--- src/rtl/dpsm_pkg.sv ---
package dpsm_pkg;

    // Table size and page geometry
    localparam int MAX_PAGES_DEF = 16;
    localparam int PAGE_BYTES    = 4096;
    localparam int PAGE_SHIFT    = 12;
    localparam int OFF_W         = PAGE_SHIFT;
    localparam int TAG_W         = 64 - PAGE_SHIFT;
    localparam int DATA_W        = 64;
    localparam int BYTE_LANES    = 8;
    localparam int LANE_SEL_W    = 3;
    localparam int PAGE_ROWS     = PAGE_BYTES / BYTE_LANES;
    localparam int ROW_W         = OFF_W - LANE_SEL_W;
    localparam int TAG_LANES     = 16;
    localparam int TL_W          = 4;

    // Operation codes
    localparam logic [1:0] FN_READ  = 2'd0;
    localparam logic [1:0] FN_WRITE = 2'd1;
    localparam logic [1:0] FN_FREE  = 2'd2;

    // Access size codes
    localparam logic [1:0] SZ_1B = 2'd0;
    localparam logic [1:0] SZ_2B = 2'd1;
    localparam logic [1:0] SZ_4B = 2'd2;
    localparam logic [1:0] SZ_8B = 2'd3;

    // Status codes
    localparam logic [1:0] ST_OK       = 2'd0;
    localparam logic [1:0] ST_UNMAPPED = 2'd1;
    localparam logic [1:0] ST_CROSS    = 2'd2;
    localparam logic [1:0] ST_FULL     = 2'd3;

    // Classified request handed from front to back
    typedef struct packed {
        logic [1:0]        func;
        logic [TAG_W-1:0]  tag;
        logic [OFF_W-1:0]  offset;
        logic [1:0]        size_code;
        logic              crosses;
        logic [DATA_W-1:0] wdata;
    } t_cmd;

endpackage

--- src/rtl/dpsm_if.sv ---
interface dpsm_req_if;
    logic               valid;
    logic               ready;
    logic [1:0]         func;
    logic [63:0]        byte_address;
    logic [1:0]         size_code;
    logic signed [63:0] write_data;

    modport source (output valid, func, byte_address, size_code, write_data, input ready);
    modport sink   (input valid, func, byte_address, size_code, write_data, output ready);
endinterface


--- src/rtl/dpsm_front.sv ---
module dpsm_front (
    input  logic           i_clk,
    input  logic           i_rst_n,
    dpsm_req_if.sink       i_req,
    output logic           o_cmd_vld,
    output dpsm_pkg::t_cmd o_cmd,
    input  logic           i_cmd_rdy
);
    import dpsm_pkg::*;

    localparam int QDEPTH = 2;

    t_cmd             w_cmd;
    logic [OFF_W:0]   w_nbytes;
    logic [OFF_W:0]   w_end;
    logic             w_push;
    logic             w_pop;

    t_cmd             r_q [QDEPTH];
    logic             r_wp;
    logic             r_rp;
    logic [1:0]       r_cnt;

    // Classify: page number, offset and page crossing
    always_comb begin
        w_nbytes        = (OFF_W+1)'(1) << i_req.size_code;
        w_end           = {1'b0, i_req.byte_address[OFF_W-1:0]} + w_nbytes;
        w_cmd.func      = i_req.func;
        w_cmd.tag       = i_req.byte_address[63:PAGE_SHIFT];
        w_cmd.offset    = i_req.byte_address[OFF_W-1:0];
        w_cmd.size_code = i_req.size_code;
        w_cmd.crosses   = w_end > (OFF_W+1)'(PAGE_BYTES);
        w_cmd.wdata     = i_req.write_data;
    end

    assign i_req.ready = (r_cnt != 2'(QDEPTH));
    assign w_push      = i_req.valid & i_req.ready;
    assign o_cmd_vld   = (r_cnt != 2'd0);
    assign o_cmd       = r_q[r_rp];
    assign w_pop       = o_cmd_vld & i_cmd_rdy;

    always_ff @(posedge i_clk) begin
        if (!i_rst_n) begin
            r_wp  <= 1'b0;
            r_rp  <= 1'b0;
            r_cnt <= 2'd0;
        end else begin
            if (w_push) begin
                r_wp <= ~r_wp;
            end
            if (w_pop) begin
                r_rp <= ~r_rp;
            end
            case ({w_push, w_pop})
                2'b10:   r_cnt <= r_cnt + 2'd1;
                2'b01:   r_cnt <= r_cnt - 2'd1;
                default: r_cnt <= r_cnt;
            endcase
        end
    end

    always_ff @(posedge i_clk) begin
        if (w_push) begin
            r_q[r_wp] <= w_cmd;
        end
    end

endmodule

--- src/flat_wrapper.sv ---
// flat-port wrapper written by rule: the top's interface ports become plain ports
module dpsm_front_flat import dpsm_pkg::*;
  (i_clk, i_rst_n, o_cmd_vld, o_cmd, i_cmd_rdy, i_req_valid, i_req_func, i_req_byte_address, i_req_size_code, i_req_write_data, i_req_ready);
  dpsm_req_if i_req_i ();
  input  logic i_clk;
  input  logic i_rst_n;
  output logic o_cmd_vld;
  output dpsm_pkg::t_cmd o_cmd;
  input  logic i_cmd_rdy;
  input wire logic [$bits(i_req_i.valid)-1:0] i_req_valid;
  input wire logic [$bits(i_req_i.func)-1:0] i_req_func;
  input wire logic [$bits(i_req_i.byte_address)-1:0] i_req_byte_address;
  input wire logic [$bits(i_req_i.size_code)-1:0] i_req_size_code;
  input wire logic [$bits(i_req_i.write_data)-1:0] i_req_write_data;
  output wire logic [$bits(i_req_i.ready)-1:0] i_req_ready;
  assign i_req_i.valid = i_req_valid;
  assign i_req_i.func = i_req_func;
  assign i_req_i.byte_address = i_req_byte_address;
  assign i_req_i.size_code = i_req_size_code;
  assign i_req_i.write_data = i_req_write_data;
  assign i_req_ready = i_req_i.ready;
  dpsm_front u_core (.i_clk(i_clk), .i_rst_n(i_rst_n), .i_req(i_req_i), .o_cmd_vld(o_cmd_vld), .o_cmd(o_cmd), .i_cmd_rdy(i_cmd_rdy));
endmodule
--- config.mk ---
export PLATFORM = sky130hd
export DESIGN_NAME = dpsm_front_flat
export DESIGN_NICKNAME = d
export VERILOG_FILES = /design/src/rtl/dpsm_pkg.sv /design/src/rtl/dpsm_if.sv /design/src/rtl/dpsm_front.sv /design/src/flat_wrapper.sv
export SDC_FILE = /design/constraint.sdc
export NUM_CORES = 1
export LEC_CHECK = 0
export ABC_AREA = 0
export BUFFER_PORTS_ARGS = -buffer_cell sky130_fd_sc_hd__buf_2
export CORE_MARGIN = 1
export CORE_UTILIZATION = 47
export DETAILED_ROUTE_END_ITERATION = 16
export GPL_TIMING_DRIVEN = 0
export PLACE_DENSITY = 0.72
export RECOVER_POWER = 25
export REMOVE_ABC_BUFFERS = 1
export SYNTH_ARGS = -nofsm -noshare
export SYNTH_HDL_FRONTEND = slang
export SYNTH_SLANG_ARGS = --single-unit
--- constraint.sdc ---
create_clock -name i_clk -period 6.68 [get_ports i_clk]
set_input_delay 0 -clock i_clk [delete_from_list [all_inputs] [get_ports i_clk]]
set_output_delay 0 -clock i_clk [all_outputs]
set_load 0.03 [all_outputs]
* Word-level counts from Yosys, hierarchy flattened *
Memory sizes are Yosys's and may differ from the RTL's. A register that Yosys moved wholly into a read port is not among the register bits.
Cells that the tools add are included.

operators by class
  add/sub/neg operators = 3
  multiply operators = 0
  divide/modulo/power cells = 0
  magnitude comparators = 1
  equal/unequal tests = 3
  shift-type cells = 1
  mux-type cells = 5
  bitwise operators = 4
  reductions and logical operators = 2

operators with widths
  cell                                                                number
  12-bit by 13-bit adder with 13-bit output                           1
  13-bit > comparator, second input constant                          1
  1-bit by 2-bit left shift with 13-bit output, first input constant  1
  1-bit two-way mux                                                   4
  2-bit one-hot mux with 2 select lines                               1
  2-bit nonzero test                                                  2
  2-bit by 1-bit adder with 2-bit output, second input constant       1
  1-bit AND                                                           2
  2-bit by 1-bit == test with 1-bit output, second input constant     1
  2-bit == test, second input constant                                1
  2-bit inequality test, second input constant                        1
  1-bit inverter                                                      2
  2-bit by 1-bit subtractor with 2-bit output, second input constant  1

word-level totals
  flip-flop bits (word level) = 4
  latch bits = 0
  bits in writable memories = 266
  bits in read-only memories = 0
  logic and storage cells = 23
  memories kept = 1

memories
  memory      words  width  rd ports  clocked after memory_dff  write ports  RTL line          RTL
  u_core.r_q  2      133    1         1                         1            dpsm_front.sv:19  t_cmd r_q [QDEPTH];

* Logic depth before layout (Yosys ltp) *
Gate-level depths: netlist (run 1).

  depth after elaboration = 4
  mapped depth = 7

* Worst setup path before layout (run 1) *
No wires, ideal clock.

  path type = register to register
  start = reg u_core.r_cnt[0]
  end = mem u_core.r_q[0][0] (netlist name), enable pin
  arrival = 6.407 ns
  required time = 6.053 ns
  setup slack = -0.354 ns
  stages on the path, launching flop included = 4
  path through = dfxtp_1 > nand2b_1 > nand2_1 > nor2_1

between the ends
  word-level cells in the longest chain between the ends = 4

RTL lines
  what                                     RTL line            RTL
  from (decl)                              dpsm_front.sv:22    logic [1:0] r_cnt;
  from (signal assigned)                   dpsm_front.sv:55    2'b10: r_cnt <= r_cnt + 2'd1;
  from (signal assigned)                   dpsm_front.sv:56    2'b01: r_cnt <= r_cnt - 2'd1;
  from (signal assigned)                   dpsm_front.sv:57    default: r_cnt <= r_cnt;
  2-bit inequality test                    dpsm_front.sv:36    assign i_req.ready = (r_cnt != 2'(QDEPTH));
  net i_req_ready                          flat_wrapper.sv:15  output wire logic [$bits(i_req_i.ready)-1:0] i_req_ready;
  1-bit AND                                dpsm_front.sv:37    assign w_push = i_req.valid & i_req.ready;
  1-bit two-way mux                        dpsm_front.sv:63    if (w_push) begin
  1-bit two-way mux (implied by the code)  dpsm_front.sv:64    r_q[r_wp] <= w_cmd;
  to (decl)                                dpsm_front.sv:19

The timed path passes the listed nets, and every way through them passes these cells.

* Final worst setup path (run 1) *
  start = reg u_core.r_cnt[0]
  end = mem u_core.r_q[0][118] (netlist name), enable pin

between the ends
  word-level cells in the longest chain between the ends = 4

RTL lines
  what                                     RTL line
  2-bit inequality test                    dpsm_front.sv:36
  1-bit AND                                dpsm_front.sv:37
  1-bit two-way mux                        dpsm_front.sv:63
  1-bit two-way mux (implied by the code)  dpsm_front.sv:64

No other way between the ends.

==> impl_metrics.json, run 1 <==
{
  "hpwlAfterDp_mm": 12.9,
  "finalMaxSlewViolations": 0,
  "stdcell_area_um2": 14200,
  "grt_pass1_vias": 6191,
  "rsz0062_at_grt": "false",
  "dp.cells": 997,
  "critical_path_arrival_ns": 2.53,
  "drt_iter0_drc": 261,
  "drv_cap": 0,
  "grt_pass1_wl_mm": 30.8,
  "hold_viol": 0,
  "pin_count": 271,
  "multi_input_area_um2": 2080,
  "core_area_um2": 21200,
  "dieArea_um2": 22500,
  "cts_num_sinks": 271,
  "clk_latency_ns": 0.52,
  "postLayoutSetupSlackWorst_ns": 4.36,
  "cts_root_buf": "clkbuf_16",
  "port_buffers": 270,
  "p_seq_frac": 0.406,
  "dpl_cell_area_um2": 12100,
  "syn_area_per_cell_um2": 22.4,
  "grt_max_degree": 69,
  "crit_top_cell": "buf_12",
  "ys_async_sr_fraction": 0,
  "power.total_w": 0.00565,
  "crit_fanout": 34,
  "reg2reg_slack_ns": 4.36,
  "slew_headroom": 0.389,
  "ant_nets": 0,
  "seq_area_frac_synth": 0.787,
  "status": "finished clean",
  "period_minus_slack_ns": 2.32,
  "crit_required_ns": 6.88,
  "cts.path.max_buffers": 3,
  "combPwrFrac": 0.346,
  "drc": 0,
  "drive_above_1_share": 0.433,
  "pwr-share-clk": 0.248,
  "dp_slack_ns": 4.35,
  "worstSetupEndpointType": "flip-flop",
  "initial_core_util": 0.484,
  "crit_chain": "nand2b_1 > nand2_1 > nor2_4 > buf_12 > buf_12",
  "power.net_switching_w": 0.00187,
  "gp_congestion": 0.771,
  "rows": 53,
  "n_antenna_cell": 0,
  "ys_ff_latch": 271,
  "synth_cell_types": 30,
  "slowest_stage": "nor2_4",
  "min_period_over_period": 0.348,
  "worstMarginPinSlew_ns": 0.915,
  "dr.pass1.iters": 4,
  "peakVddDrop_mv": 0.312,
  "fmax_ghz": 0.430,
  "antenna_found_initial": 0,
  "ys_dominant_reg_cell": "edfxtp_1",
  "cts_tree": "yes",
  "hp-class": "input port to flip-flop",
  "p_int_w": 0.00378,
  "finalNonFillerCells": 1180,
  "routedWlPerCell_um": 17.6,
  "area_growth_syn_to_layout_pct": 37.7,
  "seq_area_um2": 8090,
  "path_clk_slew_ns": 0.06,
  "overflow": 0,
  "postSynthCellCount": 459,
  "finalWirelength_mm": 20.8,
  "fin_skew_ns": 0.0113,
  "post_cts_buffers": 0,
  "nets": 1028,
  "start_kind": "flip-flop",
  "crit_path_max_incr_delay_ns": 0.73,
  "synth-edff-count": 266,
  "track_usage": 0.178,
  "finalSetupViolCount": 0,
  "crit_type": "flip-flop to flip-flop",
  "htree_levels": 1,
  "fillCellCount": 1400,
  "vias": 5782,
  "cts_buffers": 27,
  "tns_ns": 0,
  "yosysWarnings": 0,
  "p_leak_nw": 5.33,
  "switching_share": 0.331,
  "die_w_um": 150,
  "synth_area_um2": 10300,
  "die_h_um": 150,
  "power_per_cell_area_nw_per_um2": 399,
  "viasPerCell": 4.90
}
==> per-layer routing <==
layer,GRT usage,vias up,share of wire
li1,-,2681,-
met1,0.206,2825,0.39
met2,0.318,234,0.51
met3,0.0436,42,0.079
met4,0.0662,0,0.024
met5,0,-,0
==> path summary, 6_finish.rpt <==
check	from	end	cells after the start
max	u_core.r_cnt[0]	u_core.r_q[0][118]	5
min reg2reg	u_core.r_rp	flip-flop	2
min	i_req_byte_address[36]	u_core.r_q[0][103]	2
max reg2reg	u_core.r_cnt[0]	u_core.r_q[0][118]	5
==> cell usage in the layout (no fill, tap or decap), drive strengths merged, types with 2 or more instances in the layout <==
master	n
clkinvlp	2
nor2b	4
a21oi	2
or3	2
nand3	2
mux2	133
a21boi	2
edfxtp	266
nand4	2
ha	5
clkinv	13
dlygate4sd3	135
nor2	2
dfxtp	5
buf	216
and2	4
bufinv	2
xnor2	4
clkbuf	93
==> cell usage after synthesis, types with 2 or more instances <==
cell,n,area [µm²]
a21oi_1,2,10.0
and2_1,3,18.8
buf_2,7,35.0
buf_6,8,90.1
dfxtp_1,5,100
edfxtp_1,266,7990
ha_1,5,62.6
mux2_2,63,709
mux2_4,70,1050
nand3_1,2,10.0
nand4_1,2,12.5
nor2_1,2,7.51
nor2b_1,4,25.0
or3_1,2,12.5
xnor2_1,3,26.3
==> through the flow <==
stage                      util  hold slack [ns]
after floorplan               -           0.0989
after global placement    0.558            0.187
after detailed placement  0.569            0.191
after CTS                 0.671            0.174
after global routing      0.667            0.184
final                     0.667            0.206
==> area by class of cell <==
class                           instances  area share
Clock buffer                           31      0.0488
Tap cell                              275      0.0243
Sequential cell                       271       0.571
Clock inverter                         17     0.00919
Timing Repair Buffer                  413       0.199
Multi-Input combinational cell        173       0.147
==> cells by family (layout without fill, tap and decap cells) <==
| logic type | Yosys count | count (layout) | share of synthesized area |
|---|---|---|---|
| muxes | 133 | 133 | 0.171 |
| adders and majority gates | 6 | 6 | 0.00803 |
| xor gates and xnor gates | 5 | 5 | 0.00499 |
| DFF | 271 | 271 | 0.787 |
| and+or+nand+nor | 21 | 21 | 0.0119 |
| buffers and inverters | 15 | 461 | 0.0122 |
| AOI/OAI and AO/OA | 8 | 8 | 0.00499 |
==> registers in the layout, indices dropped and copies added, names as in the netlist, named ones only <==
signal / flops
u_core.r_cnt: 2
u_core.r_wp: 1
u_core.r_q: 266
u_core.r_rp: 1
==> timing repair <==
action | CTS | global route
hold buffers | 135 | 0
resized for setup | 0 | 0
endpoints found under the hold margin | 271 | 0
==> worst max-delay path: cells and delay by family, from the launching register on <==
kind	cells	cell delay [ns]
AND/OR/NAND/NOR	3	1.05
buffers and inverters	2	0.52
flip-flops	1	0.40
==> power by group through the flow <==
stage	Sequential, W	Clock [W]	Combinational [W]
after floorplan	0.00244	0	0.00137
after global placement	0.00251	0	0.00186
after detailed placement	0.00233	0	0.00190
after CTS	0.00229	0.00143	0.00197
after global routing	0.00231	0.00150	0.00206
final	0.00229	0.00140	0.00196
Power figures use the tool's default switching activity.
==> run 2: changes to the inputs <==
Settings changed: ABC_AREA 0 to 1, CORE_UTILIZATION 47 to 53, PLACE_DENSITY 0.72 to 0.77.
Clock period 6.68 ns to 2.25 ns, I/O delays scaled along.
==> run 2 against run 1 <==
Effect of this change: cell count increased by 7.0%; area after synthesis is 0.26% higher; die area decreased by 11%; largest power group unchanged.
==> impl_metrics.json, run 2 <==
{
  "yosys.area.top_type": "edfxtp_1",
  "power.total_w": 0.0144,
  "cp_top_family": "flip-flops",
  "crit_path_max_incr_delay_ns": 0.57,
  "stdcell_area_um2": 14300,
  "hp-class": "input port to flip-flop",
  "layout_common_cells": "edfxtp_1, buf_2, dlygate4sd3_1",
  "r2r_cells": 6,
  "cts_root_buf": "clkbuf_16",
  "min_period_over_period": 0.925,
  "crit_fanout": 64,
  "drc": 0,
  "die_h_um": 141,
  "gp_congestion": 0.841,
  "cp_num_cells": 3,
  "rsz0062_at_grt": "false",
  "holdPathStages": 2,
  "core_area_um2": 18900,
  "postLayoutSetupSlackWorst_ns": 0.168,
  "synthSimpleGateAreaFrac": 0.0371,
  "postSynthCellCount": 550,
  "grtUsageMet1": 0.278,
  "p_leak_nw": 5.41,
  "finalMaxSlewViolations": 0,
  "synth-edff-count": 266,
  "finalWirelength_mm": 23.7,
  "synth-adder-area-share": 0.00801,
  "area_growth_syn_to_layout_pct": 39.1,
  "port_buffers": 270,
  "worstMarginPinSlew_ns": 0.446,
  "pin_count": 271,
  "rows": 50,
  "synthTopCellsByArea": "edfxtp_1, mux2_2, nand2_1, dfxtp_1, nand3_1",
  "grt_pass1_wl_mm": 36.3,
  "peakVddDrop_mv": 0.667,
  "cts_num_sinks": 271,
  "grt_use_met2": 0.435,
  "synth_area_um2": 10300,
  "hold_viol": 0,
  "synth_commonest_cells": "edfxtp_1, mux2_2, nand2_1",
  "fmax_ghz": 0.480,
  "crit_chain": "buf_16 > mux2_2 > buf_2",
  "crit_buf_inv": 2,
  "die_w_um": 141,
  "fin_skew_ns": 0.0121,
  "cts.path.max_buffers": 3,
  "grt_pass1_vias": 6996,
  "drt_iter0_drc": 307,
  "nets": 1122,
  "finalSetupViolCount": 0,
  "power_per_cell_area_nw_per_um2": 1000,
  "initial_core_util": 0.546,
  "largest_register_ff_count": 266,
  "synth_top_family_by_area": "multiplexers",
  "top_regs": "u_core.r_q x266, u_core.r_cnt x2",
  "top_register": "u_core.r_q",
  "ys_ff_latch": 271,
  "grt_use_met3": 0.0466,
  "ys_async_sr_fraction": 0,
  "slowest_stage": "dfxtp_4",
  "synth_mux_area_frac": 0.145,
  "period_minus_slack_ns": 2.08,
  "worstSetupEndpointType": "output pin",
  "ys_dominant_reg_cell": "edfxtp_1",
  "track_usage": 0.238,
  "crit_required_ns": 2.25,
  "path_clk_slew_ns": 0.06,
  "dpl_cell_area_um2": 12100,
  "critical_path_arrival_ns": 2.08,
  "antenna_found_initial": 0,
  "grt_max_degree": 65,
  "synth_compound_area_frac": 0.00595,
  "cts_buffers": 28,
  "drive_above_1_share": 0.406,
  "dp_slack_ns": 0.252,
  "final_common_cell": "edfxtp_1",
  "vias": 6438,
  "clk_latency_ns": 0.52,
  "cts_tree": "yes",
  "slew_headroom": 0.702,
  "crit_type": "flip-flop to output pin",
  "routedWlPerCell_um": 18.7,
  "drv_cap": 0,
  "status": "finished clean",
  "viasPerCell": 5.10,
  "yosysMostFrequentCell": "edfxtp_1",
  "top_usage_layer": "met2",
  "dr.pass1.iters": 4,
  "synth_cell_types": 21,
  "ant_nets": 0,
  "yosysWarnings": 0,
  "seq_area_frac_synth": 0.785,
  "hpwlAfterDp_mm": 13.6,
  "fin_hold_ws_ns": 0.195,
  "overflow": 0,
  "dieArea_um2": 20000,
  "htree_levels": 1,
  "syn_area_per_cell_um2": 18.7,
  "start_kind": "flip-flop",
  "netlist.area_leader.share": 0.775,
  "synth_xor_area_frac": 0.000850
}
-- run 2: repair_timing --
action                                  4_1_cts  5_1_grt
endpoints found under the setup margin       64        0
buffers inserted                              2        0
resized for setup                             0        0
hold buffers                                135        0
hold endpoints to repair                    271        0
-- run 2: power breakdown --
group,total [W],switching (W),internal (W)
logic,0.00352,0.00223,0.00130
clock network,0.00452,0.00181,0.00272
registers,0.00634,0.000173,0.00617
-- run 2: per-stage QoR --
stage,instances,setup TNS [ns],utilization
2_1_floorplan,534,-1471.31,-
3_3_place_gp,1064,-2296.10,0.629
3_5_place_dp,1073,0,0.640
4_1_cts,1262,0,0.762
5_1_grt,1262,0,0.759
6_report,1263,0,0.759
-- run 2: final cells by class --
cell class	count	area (µm²)
sequential	271	8090
multi-input combinational	240	2050
tap	260	325
inverter	23	86.3
fill	1122	4560
clock buffer	40	807
clock inverter	12	114
timing repair buffer	416	2860
antenna	1	2.50
-- run 2: logic make-up (layout without fill, tap and decap cells) --
| group | Yosys count | after routing |
|---|---|---|
| flip-flops | 271 | 271 |
| multiplexers | 133 | 133 |
| AND/OR/NAND/NOR | 88 | 88 |
| buffers and inverters | 39 | 491 |
| AO/OA/AOI/OAI | 12 | 12 |
| adder cells (fa/ha/maj) | 6 | 6 |
| XOR/XNOR | 1 | 1 |
| other | 0 | 1 |
-- run 2: worst paths after layout --
check | end | slack [ns] | from
worst min-delay path | u_core.r_q[1][42] | 0.19 | i_req_write_data[42]
worst max-delay path | o_cmd[3] | 0.17 | flip-flop
worst max register to register | u_core.r_q[1][107] | 0.26 | u_core.r_cnt[0]
worst min register to register | flip-flop | 0.46 | u_core.r_rp
-- run 2: routing by layer --
metal	share of wire	vias up
met4	0.029	0
met5	0	-
met3	0.068	56
li1	-	2962
met2	0.53	260
met1	0.38	3160
